--- src/rtl/lsmt_pkg.sv ---
`default_nettype none

package lsmt_pkg;

    localparam int unsigned AccWidth   = 32;
    localparam int unsigned CycWidth   = 16;
    localparam int unsigned LineWidth  = 8;
    localparam int unsigned VisWidth   = 8;
    localparam int unsigned VbWidth    = 6;
    localparam int unsigned ModeWidth  = 2;
    localparam int unsigned CfgIdxWidth = 3;
    localparam int unsigned CfgDataWidth = 16;

    typedef logic [ModeWidth-1:0] mode_t;

    localparam mode_t MODE_HBLANK = 2'd0;
    localparam mode_t MODE_VBLANK = 2'd1;
    localparam mode_t MODE_OAM    = 2'd2;
    localparam mode_t MODE_VRAM   = 2'd3;

    typedef logic [CfgIdxWidth-1:0] cfg_idx_t;

    localparam cfg_idx_t REG_OAM_CYCLES      = 3'd0;
    localparam cfg_idx_t REG_VRAM_CYCLES     = 3'd1;
    localparam cfg_idx_t REG_HBLANK_CYCLES   = 3'd2;
    localparam cfg_idx_t REG_SCANLINE_CYCLES = 3'd3;
    localparam cfg_idx_t REG_VISIBLE_LINES   = 3'd4;
    localparam cfg_idx_t REG_VBLANK_LINES    = 3'd5;

    localparam logic [CycWidth-1:0]  RST_OAM_CYCLES      = 16'd80;
    localparam logic [CycWidth-1:0]  RST_VRAM_CYCLES     = 16'd172;
    localparam logic [CycWidth-1:0]  RST_HBLANK_CYCLES   = 16'd204;
    localparam logic [CycWidth-1:0]  RST_SCANLINE_CYCLES = 16'd456;
    localparam logic [VisWidth-1:0]  RST_VISIBLE_LINES   = 8'd144;
    localparam logic [VbWidth-1:0]   RST_VBLANK_LINES    = 6'd10;

endpackage

`default_nettype wire

--- src/rtl/lcd_scanline_mode_timer_core.sv ---
// Channel   Direction  Ports                                              Transfer
// s_        in         s_tick_cycles[15:0], s_lcd_on                      s_valid & s_ready
// m_        out        m_mode[1:0], m_line_number[7:0], m_draw_line,      m_valid & m_ready
//                      m_frame_done
// cfg_      in         cfg_index[2:0], cfg_data[15:0]                     cfg_valid & cfg_ready
//
// One item per clock sustained while m_ready is high. Input register, then one pass of
// saturating add, threshold compare/subtract and mode/line update into the result register.
// Timer state advances on the cycle the item moves from input to result register.
// A stalled m_ side holds the result register; the input register still accepts one more
// item, after which s_ready drops. cfg_ready is always high.
// aresetn (synchronous) clears both valid flags and timer state, config registers to defaults.

`default_nettype none

module lcd_scanline_mode_timer_core (
    input  wire                                      aclk,
    input  wire                                      aresetn,

    input  wire                                      s_valid,
    output logic                                     s_ready,
    input  wire  [lsmt_pkg::CycWidth-1:0]            s_tick_cycles,
    input  wire                                      s_lcd_on,

    output logic                                     m_valid,
    input  wire                                      m_ready,
    output logic [lsmt_pkg::ModeWidth-1:0]           m_mode,
    output logic [lsmt_pkg::LineWidth-1:0]           m_line_number,
    output logic                                     m_draw_line,
    output logic                                     m_frame_done,

    input  wire                                      cfg_valid,
    output logic                                     cfg_ready,
    input  wire  [lsmt_pkg::CfgIdxWidth-1:0]         cfg_index,
    input  wire  [lsmt_pkg::CfgDataWidth-1:0]        cfg_data
);

    localparam int unsigned AccW  = lsmt_pkg::AccWidth;
    localparam int unsigned CycW  = lsmt_pkg::CycWidth;
    localparam int unsigned LineW = lsmt_pkg::LineWidth;

    // configuration
    logic [CycW-1:0]                   oam_cycles_reg;
    logic [CycW-1:0]                   vram_cycles_reg;
    logic [CycW-1:0]                   hblank_cycles_reg;
    logic [CycW-1:0]                   scanline_cycles_reg;
    logic [lsmt_pkg::VisWidth-1:0]     visible_lines_reg;
    logic [lsmt_pkg::VbWidth-1:0]      vblank_lines_reg;

    assign cfg_ready = 1'b1;

    always_ff @(posedge aclk) begin
        if (!aresetn) begin
            oam_cycles_reg      <= lsmt_pkg::RST_OAM_CYCLES;
            vram_cycles_reg     <= lsmt_pkg::RST_VRAM_CYCLES;
            hblank_cycles_reg   <= lsmt_pkg::RST_HBLANK_CYCLES;
            scanline_cycles_reg <= lsmt_pkg::RST_SCANLINE_CYCLES;
            visible_lines_reg   <= lsmt_pkg::RST_VISIBLE_LINES;
            vblank_lines_reg    <= lsmt_pkg::RST_VBLANK_LINES;
        end else if (cfg_valid && cfg_ready) begin
            case (cfg_index)
                lsmt_pkg::REG_OAM_CYCLES:      oam_cycles_reg      <= cfg_data;
                lsmt_pkg::REG_VRAM_CYCLES:     vram_cycles_reg     <= cfg_data;
                lsmt_pkg::REG_HBLANK_CYCLES:   hblank_cycles_reg   <= cfg_data;
                lsmt_pkg::REG_SCANLINE_CYCLES: scanline_cycles_reg <= cfg_data;
                lsmt_pkg::REG_VISIBLE_LINES:
                    visible_lines_reg <= cfg_data[lsmt_pkg::VisWidth-1:0];
                lsmt_pkg::REG_VBLANK_LINES:
                    vblank_lines_reg <= cfg_data[lsmt_pkg::VbWidth-1:0];
                default: ;
            endcase
        end
    end

    // handshake / pipeline control
    logic            in_valid_reg;
    logic [CycW-1:0] in_tick_reg;
    logic            in_lcd_on_reg;
    logic            out_free;
    logic            proc_fire;

    assign out_free  = !m_valid || m_ready;
    assign proc_fire = in_valid_reg && out_free;
    assign s_ready   = !in_valid_reg || out_free;

    always_ff @(posedge aclk) begin
        if (!aresetn) begin
            in_valid_reg <= 1'b0;
        end else if (s_ready) begin
            in_valid_reg <= s_valid;
        end
    end

    always_ff @(posedge aclk) begin
        if (s_valid && s_ready) begin
            in_tick_reg   <= s_tick_cycles;
            in_lcd_on_reg <= s_lcd_on;
        end
    end

    // timer state
    logic [AccW-1:0]          acc_reg;
    lsmt_pkg::mode_t          mode_reg;
    logic [LineW-1:0]         line_reg;

    logic [AccW-1:0]          acc_next;
    lsmt_pkg::mode_t          mode_next;
    logic [LineW-1:0]         line_next;
    logic                     draw_next;
    logic                     frame_next;

    logic [AccW:0]            sum_wide;
    logic [AccW-1:0]          sum_sat;
    logic [CycW-1:0]          threshold;
    logic                     take;
    logic [LineW:0]           line_inc;
    logic [LineW:0]           total_lines;

    always_comb begin
        sum_wide = {1'b0, acc_reg} + {{(AccW+1-CycW){1'b0}}, in_tick_reg};
        sum_sat  = sum_wide[AccW] ? {AccW{1'b1}} : sum_wide[AccW-1:0];

        case (mode_reg)
            lsmt_pkg::MODE_OAM:    threshold = oam_cycles_reg;
            lsmt_pkg::MODE_VRAM:   threshold = vram_cycles_reg;
            lsmt_pkg::MODE_HBLANK: threshold = hblank_cycles_reg;
            default:               threshold = scanline_cycles_reg;
        endcase

        take        = sum_sat > {{(AccW-CycW){1'b0}}, threshold};
        line_inc    = {1'b0, line_reg} + {{LineW{1'b0}}, 1'b1};
        total_lines = {1'b0, visible_lines_reg}
                    + {{(LineW+1-lsmt_pkg::VbWidth){1'b0}}, vblank_lines_reg};

        acc_next   = acc_reg;
        mode_next  = mode_reg;
        line_next  = line_reg;
        draw_next  = 1'b0;
        frame_next = 1'b0;

        if (!in_lcd_on_reg) begin
            acc_next = '0;
        end else begin
            acc_next = take ? sum_sat - {{(AccW-CycW){1'b0}}, threshold} : sum_sat;
            if (take) begin
                case (mode_reg)
                    lsmt_pkg::MODE_OAM: begin
                        mode_next = lsmt_pkg::MODE_VRAM;
                    end
                    lsmt_pkg::MODE_VRAM: begin
                        mode_next = lsmt_pkg::MODE_HBLANK;
                        draw_next = 1'b1;
                    end
                    lsmt_pkg::MODE_HBLANK: begin
                        line_next = line_inc[LineW-1:0];
                        // a wrapped line of 256 still counts as past the visible area
                        if (line_inc >= {1'b0, visible_lines_reg}) begin
                            mode_next  = lsmt_pkg::MODE_VBLANK;
                            frame_next = 1'b1;
                        end else begin
                            mode_next = lsmt_pkg::MODE_OAM;
                        end
                    end
                    default: begin
                        if (line_inc >= total_lines || line_inc[LineW]) begin
                            line_next = '0;
                            mode_next = lsmt_pkg::MODE_OAM;
                        end else begin
                            line_next = line_inc[LineW-1:0];
                        end
                    end
                endcase
            end
        end
    end

    always_ff @(posedge aclk) begin
        if (!aresetn) begin
            acc_reg  <= '0;
            mode_reg <= lsmt_pkg::MODE_OAM;
            line_reg <= '0;
        end else if (proc_fire) begin
            acc_reg  <= acc_next;
            mode_reg <= mode_next;
            line_reg <= line_next;
        end
    end

    // result register
    always_ff @(posedge aclk) begin
        if (!aresetn) begin
            m_valid <= 1'b0;
        end else if (out_free) begin
            m_valid <= in_valid_reg;
        end
    end

    always_ff @(posedge aclk) begin
        if (proc_fire) begin
            m_mode        <= mode_next;
            m_line_number <= line_next;
            m_draw_line   <= draw_next;
            m_frame_done  <= frame_next;
        end
    end

    // checks
    a_pulse_exclusive: assert property (@(posedge aclk) disable iff (!aresetn)
        m_valid |-> !(m_draw_line && m_frame_done))
        else $error("draw_line and frame_done both set");

    a_draw_mode: assert property (@(posedge aclk) disable iff (!aresetn)
        (m_valid && m_draw_line) |-> (m_mode == lsmt_pkg::MODE_HBLANK))
        else $error("draw_line without entering hblank");

    a_frame_mode: assert property (@(posedge aclk) disable iff (!aresetn)
        (m_valid && m_frame_done) |-> (m_mode == lsmt_pkg::MODE_VBLANK))
        else $error("frame_done without entering vblank");

    a_state_hold: assert property (@(posedge aclk) disable iff (!aresetn)
        !proc_fire |=> ($stable(mode_reg) && $stable(line_reg) && $stable(acc_reg)))
        else $error("timer state moved without an item");

    a_input_hold: assert property (@(posedge aclk) disable iff (!aresetn)
        (in_valid_reg && !out_free) |=> (in_valid_reg && $stable(in_tick_reg)))
        else $error("buffered item lost while result stalled");

endmodule

`default_nettype wire
--- config.mk ---
export PLATFORM = sky130hd
export DESIGN_NAME = lcd_scanline_mode_timer_core
export DESIGN_NICKNAME = d
export VERILOG_FILES = /design/src/rtl/lsmt_pkg.sv /design/src/rtl/lcd_scanline_mode_timer_core.sv
export SDC_FILE = /design/constraint.sdc
export NUM_CORES = 1
export LEC_CHECK = 0
export BUFFER_PORTS_ARGS = -buffer_cell sky130_fd_sc_hd__buf_4
export CAP_MARGIN = 20
export CORE_UTILIZATION = 45
export DETAILED_ROUTE_END_ITERATION = 16
export GPL_ROUTABILITY_DRIVEN = 0
export PLACE_DENSITY = 0.6
export SLEW_MARGIN = 5
export SYNTH_ARGS = -nofsm -noshare
export SYNTH_HDL_FRONTEND = slang
export SYNTH_SLANG_ARGS = --single-unit
export TNS_END_PERCENT = 100
--- constraint.sdc ---
create_clock -name aclk -period 9.4 [get_ports aclk]
set_clock_uncertainty 0.05 [all_clocks]
set_input_delay 2.35 -clock aclk [delete_from_list [all_inputs] [get_ports aclk]]
set_output_delay 2.35 -clock aclk [all_outputs]
set_load 0.05 [all_outputs]
Yosys cells after proc, flatten, opt, wreduce, memory -nomap -nowiden
Cells that the tools add are included.
- bits in registers: 151
- input port bits: 41
- output and inout bits: 15
- logic and storage cells: 64
- $add $sub $neg: 4
- order comparisons: 3
- equality and inequality tests: 7
- muxes and demuxes: 15
- reductions and logical operators: 18
- operators by type and width (operator ; number):
    two-way mux 32 bit ; 3
    case mux 16 bit (3 select lines) ; 1
    adder 32 x 16 -> 33 bit ; 1
    > comparator 32 x 16 -> 1 bit ; 1
    subtractor 32 x 16 -> 32 bit ; 1
    two-way mux 8 bit ; 3
    case mux 8 bit (2 select lines) ; 1
    AND reduction 2 bit ; 7
    adder 8 x 1 -> 9 bit, second input constant ; 1
    adder 8 x 6 -> 9 bit ; 1
    greater-or-equal comparator 9 x 8 -> 1 bit ; 1
    greater-or-equal comparator 9 bit ; 1
    two-way mux 2 bit ; 4
    equality test 3 x 2 -> 1 bit, second input constant ; 2
    equality test 3 bit, second input constant ; 2
    case mux 2 bit (3 select lines) ; 1
    equality test 2 bit, second input constant ; 2
    equality test 3 x 1 -> 1 bit, second input constant ; 1
    zero test 3 bit ; 1
    logical OR 1 bit ; 3
    AND reduction 3 bit ; 1
    logical AND 1 bit ; 2
    zero test 1 bit ; 2
    zero test 2 bit ; 1
    other kinds (2) ; 3

Depth between registers and ports, before layout
Gate-level depths: netlist (run 1).
- depth after elaboration: 7
- mapped depth: 23
- gate-level depth less buffers: 20

Least setup slack after synthesis (run 1)
No wires, ideal clock.
- kind: flip-flop to flip-flop
- from: register in_tick_reg[0]
- to: register m_line_number[1] (netlist name), data pin
- setup time: 0.262 ns
- arrival time: 5.235 ns
- data required time: 9.088 ns
- setup slack: 3.853 ns
- cell stages (with the launch flop): 23
- path buffers: 4
- period minus slack after synthesis: 5.547 ns
- path through: edfxtp_1 > ha_1 > fa_1 > a211o_1 > a211oi_2 > o31a_1 > a211o_1 > clkbuf_1 > clkbuf_1 > nand2_1 > ha_1 > a21oi_1 > o21ai_0 > a21o_1 > a21o_1 > a31oi_1 > o211ai_1 > a211oi_1 > nand3_1 > buf_2 > nand3b_1 > buf_2 > o21ai_0
- longest elaborated chain between the ends: 5
- RTL lines (element ; RTL line ; RTL):
    start: declaration ; lcd_scanline_mode_timer_core.sv:77 ; logic [CycW-1:0] in_tick_reg;
    start signal: assignment ; lcd_scanline_mode_timer_core.sv:96 ; in_tick_reg <= s_tick_cycles;
    adder 32 x 16 -> 33 bit ; lcd_scanline_mode_timer_core.sv:120 ; sum_wide = {1'b0, acc_reg} + {{(AccW+1-CycW){1'b0}}, in_tick_reg};
    two-way mux 32 bit ; lcd_scanline_mode_timer_core.sv:121 ; sum_sat = sum_wide[AccW] ? {AccW{1'b1}} : sum_wide[AccW-1:0];
    > comparator 32 x 16 -> 1 bit ; lcd_scanline_mode_timer_core.sv:130 ; take = sum_sat > {{(AccW-CycW){1'b0}}, threshold};
    two-way mux 8 bit ; lcd_scanline_mode_timer_core.sv:145 ; if (take) begin
    two-way mux 8 bit ; lcd_scanline_mode_timer_core.sv:141 ; if (!in_lcd_on_reg) begin
    via line_next[1] ; lcd_scanline_mode_timer_core.sv:108 ; logic [LineW-1:0] line_next;
    end signal: assignment ; lcd_scanline_mode_timer_core.sv:201 ; m_line_number <= line_next;
    end: declaration ; lcd_scanline_mode_timer_core.sv:28 ; output logic [lsmt_pkg::LineWidth-1:0] m_line_number,
The timed path passes the listed nets, and every way through them passes these cells.
A chain may end at the register's enable or synchronous reset.

Worst setup path after layout (run 1)
- from: register in_tick_reg[0]
- to: register m_line_number[6] (netlist name), data pin
Same word-level chain as after synthesis.

==> flow_summary.yaml, run 1 <==
clock_tree:
  htreeDepth: 4
  post_cts.repair.setup_buffers: 0
  cts_tree: "yes"
  cts_num_sinks: 151
  cts_buffer_depth: 2
  insertion_delay_ns: 0.44
  numCtsBuffers: 17
  clkSlewWorstSetupHoldPaths_ns: 0.07
  hold_buffers: 0
  cts_resized: 0
  cts_root_buf: "clkbuf_16"
sta:
  fmax_ghz: 0.1558
  slew_headroom: 0.2785
  period_minus_slack_ns: 6.420
  maxSlewViolCount: 0
  finalHoldViolations: 0
  fin_crit_sh: 0.6829
  worstMarginPinSlew_ns: 1.082
  setup-violations-final: 0
  rsz0062_at_grt: "false"
  finalSetupTns_ns: 0
worst_setup_path:
  r2r_slack_ns: 2.98
  path_cells: "ha_1 > fa_1 > a211o_1 > a211oi_2 > o31a_1 > a211o_1 > nand2_1 > ha_1 > a21oi_1 > o21ai_0 > a21o_1 > a21o_1 > a31oi_1 > o211ai_1 > a211oi_1 > nand3_1 > nand3b_1 > nand2b_1 > o21ai_0"
  cp.buffers_inverters: 0
  critical_path.startpoint_type: "flop"
  max_stage_delay_ns: 0.67
  required_ns: 9.51
  critPathSlowestCell: "a211o_1"
  r2r-start: "in_tick_reg[0]"
  cpLargestDelayFamily: "compound AO/OA/AOI/OAI gates"
  path_class: "flop to flop"
  cp.arrival_ns: 6.53
  cp_max_fo: 24
  rr_endpoint: "m_line_number[6]"
  rr_worst_depth: 19
  crit_path_start: "in_tick_reg[0]"
  end_kind: "flop"
layout:
  finalNetCount: 1230
  final_cell_mix: "nand2_1 (239), dfxtp_1 (122), a21oi_1 (100), buf_4 (61), ha_1 (58)"
  diodes: 0
  drive_gt1_frac: 0.1087
  largest_register_ffs: 32
  area_growth_pct: 12.78
  final_cells: 1411
  layout_commonest_cell: "nand2_1"
  fin_area_mm2: 0.01042
global_routing:
  grt-ovfl-total: 0
  grtUsageTotal: 0.2347
  antenna_found_initial: 0
  grt_pass1_wl_um: 39610
  grt_pass1_vias: 7660
  grt_max_degree: 72
synth:
  synth_enable_flop_cells: 29
  synthesis.area_mm2: 0.009240
  syn_inst: 1104
  ys.flop_type: "dfxtp_1"
  yosysSeqAreaShare: 0.3586
  synth_area_leader_cell: "dfxtp_1"
  synth_nets: 1206
  synth_cell_types: 69
  yosys_register_bits: 151
  synth_area_leaders: "dfxtp_1 (26%), nand2_1 (9.7%), edfxtp_1 (9.4%)"
  synthArstFlopShare: 0
  synth_area_per_cell_um2: 8.370
  synth_top_area_frac: 0.2643
  synth_warnings: 0
route:
  drc: 0
  avgRoutedWirePerCell_um: 16.95
  viasPerCell: 5.619
  routed_wl_um: 23910
  drtPass1Iterations: 7
  vias: 7928
  drt_iter0_drc: 557
  ant_nets: 0
pwr:
  powerDensity_mw_per_mm2: 196.1
  ir_worst_vdd_mv: 0.1276
  p_comb_frac: 0.311
  p_switching_w: 0.0007428
  p_seq_frac: 0.347
  power.internal_w: 0.001301
  p_clk_frac: 0.342
  leakage_nw: 4.209
  switching_share: 0.3634
flow_run:
  maxCapViolCount: 0
die:
  die-width_um: 145.3
  ios: 56
  die-area_mm2: 0.02111
  die_height_um: 145.3
  rows: 52
  start_util: 0.4581
  core_area_mm2: 0.02017
placed_design:
  dpl.hpwl_um: 16640
  numPortBuffers: 54
  dp_cells: 1377
  placed_area_mm2: 0.009792
min_path:
  hold_end: "scanline_cycles_reg[12]"
  worstHoldPathCells: 2
  worstHoldStart: "scanline_cycles_reg[12]"
  min_path_type: "flop to flop"
outcome:
  status: "finished, final reports clean"
per-stage QoR:
| step | hold WS (ns) | util | setup WS [ns] | total power, W |
|---|---|---|---|---|
| floorplan | 0.3791 | - | 3.853 | 0.001200 |
| global placement | 0.3902 | 0.4855 | 3.241 | 0.001349 |
| detailed placement | 0.3965 | 0.4855 | 3.078 | 0.001347 |
| CTS | 0.4056 | 0.5157 | 3.046 | 0.002048 |
| global route | 0.4158 | 0.5167 | 2.517 | 0.002152 |
| finish | 0.4040 | 0.5167 | 2.980 | 0.002044 |
metal layers:
layer,track usage,wire length (um),vias up
met1,0.3150,11090,3692
met4,0.06842,460,0
met2,0.3868,11190,214
li1,-,-,3988
met3,0.03962,1165,34
met5,0,0,-
worst register-to-register path, cell delays in order, from the launching register on:
cell and delay (ns):
edfxtp_1 0.37, ha_1 0.25, fa_1 0.43, a211o_1 0.31, a211oi_2 0.36, o31a_1 0.27
a211o_1 0.67, nand2_1 0.17, ha_1 0.36, a21oi_1 0.14, o21ai_0 0.14, a21o_1 0.20
a21o_1 0.19, a31oi_1 0.53, o211ai_1 0.27, a211oi_1 0.44, nand3_1 0.21, nand3b_1 0.44
nand2b_1 0.23, o21ai_0 0.13
worst max-delay path by stage:
stage,endpoint,slack [ns],cells past startpoint
CTS,m_line_number[6],3.05,19
global route,m_line_number[6],2.52,19
floorplan,m_line_number[1],3.85,22
finish,m_line_number[6],2.98,19
global placement,m_mode[0],3.24,20
detailed placement,m_line_number[6],3.08,19
Yosys cell counts (11+ instances only):
cell	count
a21o_1	22
and3_1	13
nand3_1	51
xnor2_1	33
ha_1	58
dfxtp_1	122
xor2_1	25
a211oi_1	12
buf_2	11
o31ai_1	14
clkbuf_1	39
a21oi_1	100
o211ai_1	13
o21ai_0	51
nand4_1	14
inv_1	35
nand2_1	239
edfxtp_1	29
nor2_1	46
mux2i_1	21
mux4_2	16
nand2b_1	12
kinds of logic after synthesis:
| family | after synthesis | share of synthesized area |
|---|---|---|
| simple gates | 432 | 0.2134 |
| compound gates | 270 | 0.1840 |
| flops | 151 | 0.3586 |
| buf+inv | 94 | 0.04184 |
| fa+ha+maj | 61 | 0.08504 |
| xor+xnor | 58 | 0.05498 |
| mux | 37 | 0.06175 |
| other cells | 1 | 0.0004058 |
power by group through the flow:
| stage | clock, W | sequential (W) | combinational (W) |
|---|---|---|---|
| 2_1_floorplan | 0 | 0.000725 | 0.000475 |
| 3_3_place_gp | 0 | 0.000724 | 0.000625 |
| 3_5_place_dp | 0 | 0.000725 | 0.000622 |
| 4_1_cts | 0.000711 | 0.000710 | 0.000627 |
| 5_1_grt | 0.000736 | 0.000714 | 0.000702 |
| 6_report | 0.000698 | 0.000710 | 0.000636 |
final cells by class:
type                            instances  area (um2)
Clock buffer                           17       425.4
Clock inverter                         15       183.9
Fill cell                            1973        9748
Inverter                               36       135.1
Multi-Input combinational cell        859        5548
Sequential cell                       151        3313
Tap cell                              270       337.8
Timing Repair Buffer                   63       478.0
Power figures use the tool's default switching activity.
==> inputs of run 2 (changes only) <==
==> constraint.sdc (replaced) <==
create_clock -name aclk -period 6.2 [get_ports aclk]
set_clock_uncertainty 0.05 [all_clocks]
set_input_delay 1.55 -clock aclk [delete_from_list [all_inputs] [get_ports aclk]]
set_output_delay 1.55 -clock aclk [all_outputs]
set_load 0.05 [all_outputs]
==> run 2 against run 1 <==
Effect of this change: worst hold slack lost 0.0022 ns; routed wire length grew 0.30%; cell area grew 0.44%; non-clock buffer count grew 9; power grew 50%; register-to-register slack lost 2.5 ns; sequential power grew 52%; combinational power grew 50%; critical path type unchanged; largest power group unchanged; highest routed layer unchanged.
==> flow_summary.yaml, run 2 (synthesized netlist as in run 1, its figures left out) <==
worst_setup_path:
  worstSetupPathDepth: 19
  crit_path_start: "in_tick_reg[0]"
  r2r_slack_ns: 0.52
  cp_max_fo: 13
  cp.arrival_ns: 5.92
  end_kind: "flop"
  path_cells: "ha_1 > fa_1 > a211o_1 > a211oi_2 > o31a_1 > a211o_1 > nand2_1 > ha_1 > a21oi_1 > o21ai_0 > a21o_1 > a21o_1 > a31oi_2 > o211ai_1 > a211oi_1 > nand3_1 > nand4b_1 > nand2b_1 > o31ai_1"
  r2r-start: "in_tick_reg[0]"
  cpLargestDelayFamily: "compound AO/OA/AOI/OAI gates"
  cp.buffers_inverters: 0
  required_ns: 6.44
  rr_endpoint: "line_reg[5]"
  path_class: "flop to flop"
  rr_worst_depth: 19
  critical_path.startpoint_type: "flop"
  critPathSlowestCell: "nand4b_1"
  max_stage_delay_ns: 0.47
  endpoint: "line_reg[5]"
route:
  vias: 7923
  drt_iter0_drc: 438
  ant_nets: 0
  drtPass1Iterations: 5
  drc: 0
  routed_wl_um: 23980
  viasPerCell: 5.580
  avgRoutedWirePerCell_um: 16.89
sta:
  maxSlewViolCount: 0
  finalSetupTns_ns: 0
  rsz0062_at_grt: "false"
  fmax_ghz: 0.1759
  setup-violations-final: 0
  period_minus_slack_ns: 5.685
  worstMarginPinSlew_ns: 1.084
  slew_headroom: 0.2773
  fin_crit_sh: 0.9169
  finalHoldViolations: 0
die:
  core_area_mm2: 0.02017
  ios: 56
  die-width_um: 145.3
  rows: 52
  start_util: 0.4581
  die-area_mm2: 0.02111
  die_height_um: 145.3
pwr:
  p_total_w: 0.003059
  leakage_nw: 4.254
  ir_worst_vdd_mv: 0.2042
  powerDensity_mw_per_mm2: 292.2
layout:
  diodes: 0
  largest_register_ffs: 32
  final_cell_mix: "nand2_1 (239), dfxtp_1 (122), a21oi_1 (100), buf_4 (71), ha_1 (58)"
  layout_commonest_cell: "nand2_1"
  finalNetCount: 1239
  area_growth_pct: 13.28
  final_cells: 1420
  drive_gt1_frac: 0.1165
  postLayoutCoreUtil: 0.5190
clock_tree:
  clkSlewWorstSetupHoldPaths_ns: 0.07
  cts_root_buf: "clkbuf_16"
  htreeDepth: 4
  cts_tree: "yes"
  cts_num_sinks: 151
  cts_buffer_depth: 2
  insertion_delay_ns: 0.44
  hold_buffers: 0
  numCtsBuffers: 17
flow_run:
  maxCapViolCount: 0
placed_design:
  dpl.hpwl_um: 16800
  dp_cells: 1385
  numPortBuffers: 54
global_routing:
  grtUsageTotal: 0.2324
  grt_pass1_wl_um: 39060
  grt_pass1_vias: 7466
  grt-ovfl-total: 0
  grt_max_degree: 72
  antenna_found_initial: 0
outcome:
  status: "finished, final reports clean"
min_path:
  min_path_type: "flop to flop"
[run 2: worst reg2reg max path: stages, from the launching register on]
cell and delay, ns:
edfxtp_1 0.36, ha_1 0.25, fa_1 0.44, a211o_1 0.32
a211oi_2 0.27, o31a_1 0.22, a211o_1 0.38, nand2_1 0.14
ha_1 0.34, a21oi_1 0.15, o21ai_0 0.15, a21o_1 0.20
a21o_1 0.21, a31oi_2 0.37, o211ai_1 0.21, a211oi_1 0.41
nand3_1 0.28, nand4b_1 0.48, nand2b_1 0.26, o31ai_1 0.08
[run 2: cell type report]
cell class | instances | area [um2]
repair buffers | 72 | 560.5
multi-input cells | 859 | 5554
well taps | 270 | 337.8
clock inverters | 14 | 127.6
flip-flops and latches | 151 | 3313
fillers | 1997 | 9702
inverters | 36 | 135.1
clock buffers | 18 | 439.2
[run 2: worst min path at each step]
stage                                  from  slack [ns]  cells after the start                       to
global placement    scanline_cycles_reg[11]        0.39                      2  scanline_cycles_reg[11]
detailed placement        oam_cycles_reg[0]        0.39                      2        oam_cycles_reg[0]
global route         scanline_cycles_reg[4]        0.42                      2   scanline_cycles_reg[4]
finish                hblank_cycles_reg[13]        0.40                      2    hblank_cycles_reg[13]
floorplan                       acc_reg[11]        0.38                      2              acc_reg[11]
CTS                       oam_cycles_reg[0]        0.40                      2        oam_cycles_reg[0]
[run 2: routing by layer]
metal	global-route usage	vias to the layer above	routed length (um)
li1	-	3995	-
met1	0.3080	3723	11340
met2	0.3865	176	11370
met3	0.03931	29	924
met4	0.06947	0	340
met5	0	-	0
[run 2: power breakdown]
part | internal (W) | switching [W]
Sequential | 0.00104 | 0.0000352
Clock | 0.000542 | 0.000482
Combinational | 0.000394 | 0.000560
Total | 0.00198 | 0.00108
[run 2: repair_timing]
action | CTS | global route
gates resized for setup | 0 | 1
endpoints found under the setup margin | 0 | 16
setup buffers | 0 | 2
[run 2: through the flow]
step	instance area, um2	worst slack (ns)	hold WS [ns]
after floorplan	9240	0.6531	0.3791
after global placement	9852	0.5597	0.3894
after detailed placement	9852	0.3907	0.3947
after CTS	10420	0.3600	0.4036
after global routing	10470	0.04250	0.4206
final	10470	0.5154	0.4018
==> inputs of run 3 (changes only) <==
--- a/config.mk
+++ b/config.mk
@@ -7,10 +7,12 @@
 export LEC_CHECK = 0
 export BUFFER_PORTS_ARGS = -buffer_cell sky130_fd_sc_hd__buf_4
 export CAP_MARGIN = 20
-export CORE_UTILIZATION = 45
+export CELL_PAD_IN_SITES_DETAIL_PLACEMENT = 1
+export CELL_PAD_IN_SITES_GLOBAL_PLACEMENT = 2
+export CORE_UTILIZATION = 38
 export DETAILED_ROUTE_END_ITERATION = 16
 export GPL_ROUTABILITY_DRIVEN = 0
-export PLACE_DENSITY = 0.6
+export PLACE_DENSITY = 0.79
 export SLEW_MARGIN = 5
 export SYNTH_ARGS = -nofsm -noshare
 export SYNTH_HDL_FRONTEND = slang
==> run 3 against run 2 <==
Effect of this change: via count rose by 1.4%; routed wire length is 14% higher; non-clock buffer count grew 7; power up 4.6%; sequential power is essentially flat; critical path type unchanged; largest power group is now clock; highest routed layer unchanged.
==> flow_summary.yaml, run 3 (synthesized netlist as in run 1, its figures left out) <==
worst_setup_path:
  end_kind: "flop"
  critPathSlowestCell: "a211oi_1"
  max_stage_delay_ns: 0.48
  path_class: "flop to flop"
  required_ns: 6.48
  critical_path.startpoint_type: "flop"
  cp.arrival_ns: 6.04
  cp_max_fo: 23
  path_cells: "ha_1 > fa_1 > a211o_1 > a211oi_2 > o31a_1 > a211o_2 > nand2_1 > ha_1 > a21o_1 > a21o_1 > a21oi_1 > o21ai_0 > o31ai_1 > o211ai_1 > a211oi_1 > nand3_1 > buf_4 > nor2_1 > a21oi_1 > a22o_1"
route:
  drtPass1Iterations: 4
  avgRoutedWirePerCell_um: 18.45
  drt-met1-wl_um: 12850
  ant_nets: 0
  drc: 0
  viasPerCell: 5.445
  wl_met3_um: 717
  routed_wl_um: 27230
  vias: 8037
  drt_iter0_drc: 336
  wl_met2_um: 13310
  dr.max_layer_used: "met4"
die:
  ios: 56
  die-area_mm2: 0.02494
  core_area_mm2: 0.02368
  start_util: 0.3902
  die_height_um: 157.9
  rows: 56
  die-width_um: 157.9
global_routing:
  grtUsageTotal: 0.2289
  grt-ovfl-total: 0
  grt_pass1_wl_um: 44180
  grt_pass1_vias: 8235
  grt_max_degree: 72
  antenna_found_initial: 0
sta:
  finalSetupTns_ns: 0
  fin_crit_sh: 0.9292
  rsz0062_at_grt: "false"
  finalHoldViolations: 0
  maxSlewViolCount: 0
  fmax_ghz: 0.1736
  worstMarginPinSlew_ns: 0.9736
  slew_headroom: 0.3496
  period_minus_slack_ns: 5.761
  setup-violations-final: 0
placed_design:
  numPortBuffers: 54
  dp_cells: 1442
  placed_area_mm2: 0.009971
  dpl.hpwl_um: 19510
clock_tree:
  hold_buffers: 0
  cts_root_buf: "clkbuf_16"
  cts_buffer_depth: 2
  cts_num_sinks: 151
  cts_tree: "yes"
  insertion_delay_ns: 0.43
  clkSlewWorstSetupHoldPaths_ns: 0.07
  numCtsBuffers: 17
  htreeDepth: 4
layout:
  postLayoutCoreUtil: 0.4488
  area_growth_pct: 15.03
  seq_area_mm2: 0.003313
  finalNetCount: 1246
  final_cells: 1476
  layout_commonest_cell: "nand2_1"
  multi_input_area_mm2: 0.005547
  final_cell_mix: "nand2_1 (239), dfxtp_1 (122), a21oi_1 (100), buf_4 (77), ha_1 (58)"
  diodes: 0
  drive_gt1_frac: 0.1227
  largest_register_ffs: 32
  fill_cells: 2883
  fin_area_mm2: 0.01063
flow_run:
  maxCapViolCount: 0
pwr:
  powerDensity_mw_per_mm2: 300.9
  ir_worst_vdd_mv: 0.1589
  leakage_nw: 4.306
outcome:
  status: "finished, final reports clean"
min_path:
  min_path_type: "flop to flop"
==> run 3: cell types whose count changed in the layout (fill, tap and decap cells not counted), sizes merged <==
cell	change
inv	-1
clkinv	-2
clkinvlp	+1
buf	+7
bufinv	+2
==> run 3: where the power goes <==
group          total (W)  leakage (nW)  switching (W)  internal [W]
combinational   0.000988          2.73       0.000586      0.000402
sequential       0.00108          1.26      0.0000367       0.00104
clock            0.00113         0.308       0.000493      0.000637
total            0.00320          4.31        0.00112       0.00208
==> run 3: worst paths after layout <==
kind                     startpoint                      to  slack (ns)  cells past startpoint
max                  in_tick_reg[0]              acc_reg[9]        0.44                     20
min          scanline_cycles_reg[1]  scanline_cycles_reg[1]        0.41                      2
max reg2reg          in_tick_reg[0]              acc_reg[9]        0.44                     20
min reg2reg  scanline_cycles_reg[1]  scanline_cycles_reg[1]        0.41                      2
==> run 3: timing repair <==
item / CTS / global route
buffers inserted: 0 / 1
hold endpoints to repair: 0 / 0
gates resized for setup: 0 / 1
setup endpoints to repair: 0 / 44
==> run 3: stage by stage <==
stage	hold WS (ns)	worst slack [ns]	power, W
after floorplan	0.3791	0.6531	0.001819
after global routing	0.4244	0.004610	0.003365
after detailed placement	0.3979	0.06262	0.002081
after global placement	0.3892	0.3214	0.002074
final	0.4074	0.4392	0.003198
after CTS	0.4074	0.01047	0.003222
==> run 3: worst max-delay path: cells and delay by family, from the launching register on <==
family / cells / cell delay [ns]
simple gates: 3 / 0.65
compound gates: 13 / 3.13
buf+inv: 1 / 0.35
fa+ha+maj: 3 / 1.08
flops: 1 / 0.37
==> run 3: layout make-up <==
class	instances	share of cell area
clock inverters	14	0.01648
inverters	36	0.01271
repair buffers	79	0.05733
multi-input cells	859	0.5218
clock buffers	18	0.04238
well taps	319	0.03755
flip-flops and latches	151	0.3117
==> run 3: per-layer routing <==
metal | global-route usage | up-vias
met3 | 0.03340 | 27
li1 | - | 4010
met1 | 0.2911 | 3902
met4 | 0.05311 | 0
met2 | 0.4059 | 98
met5 | 0 | -
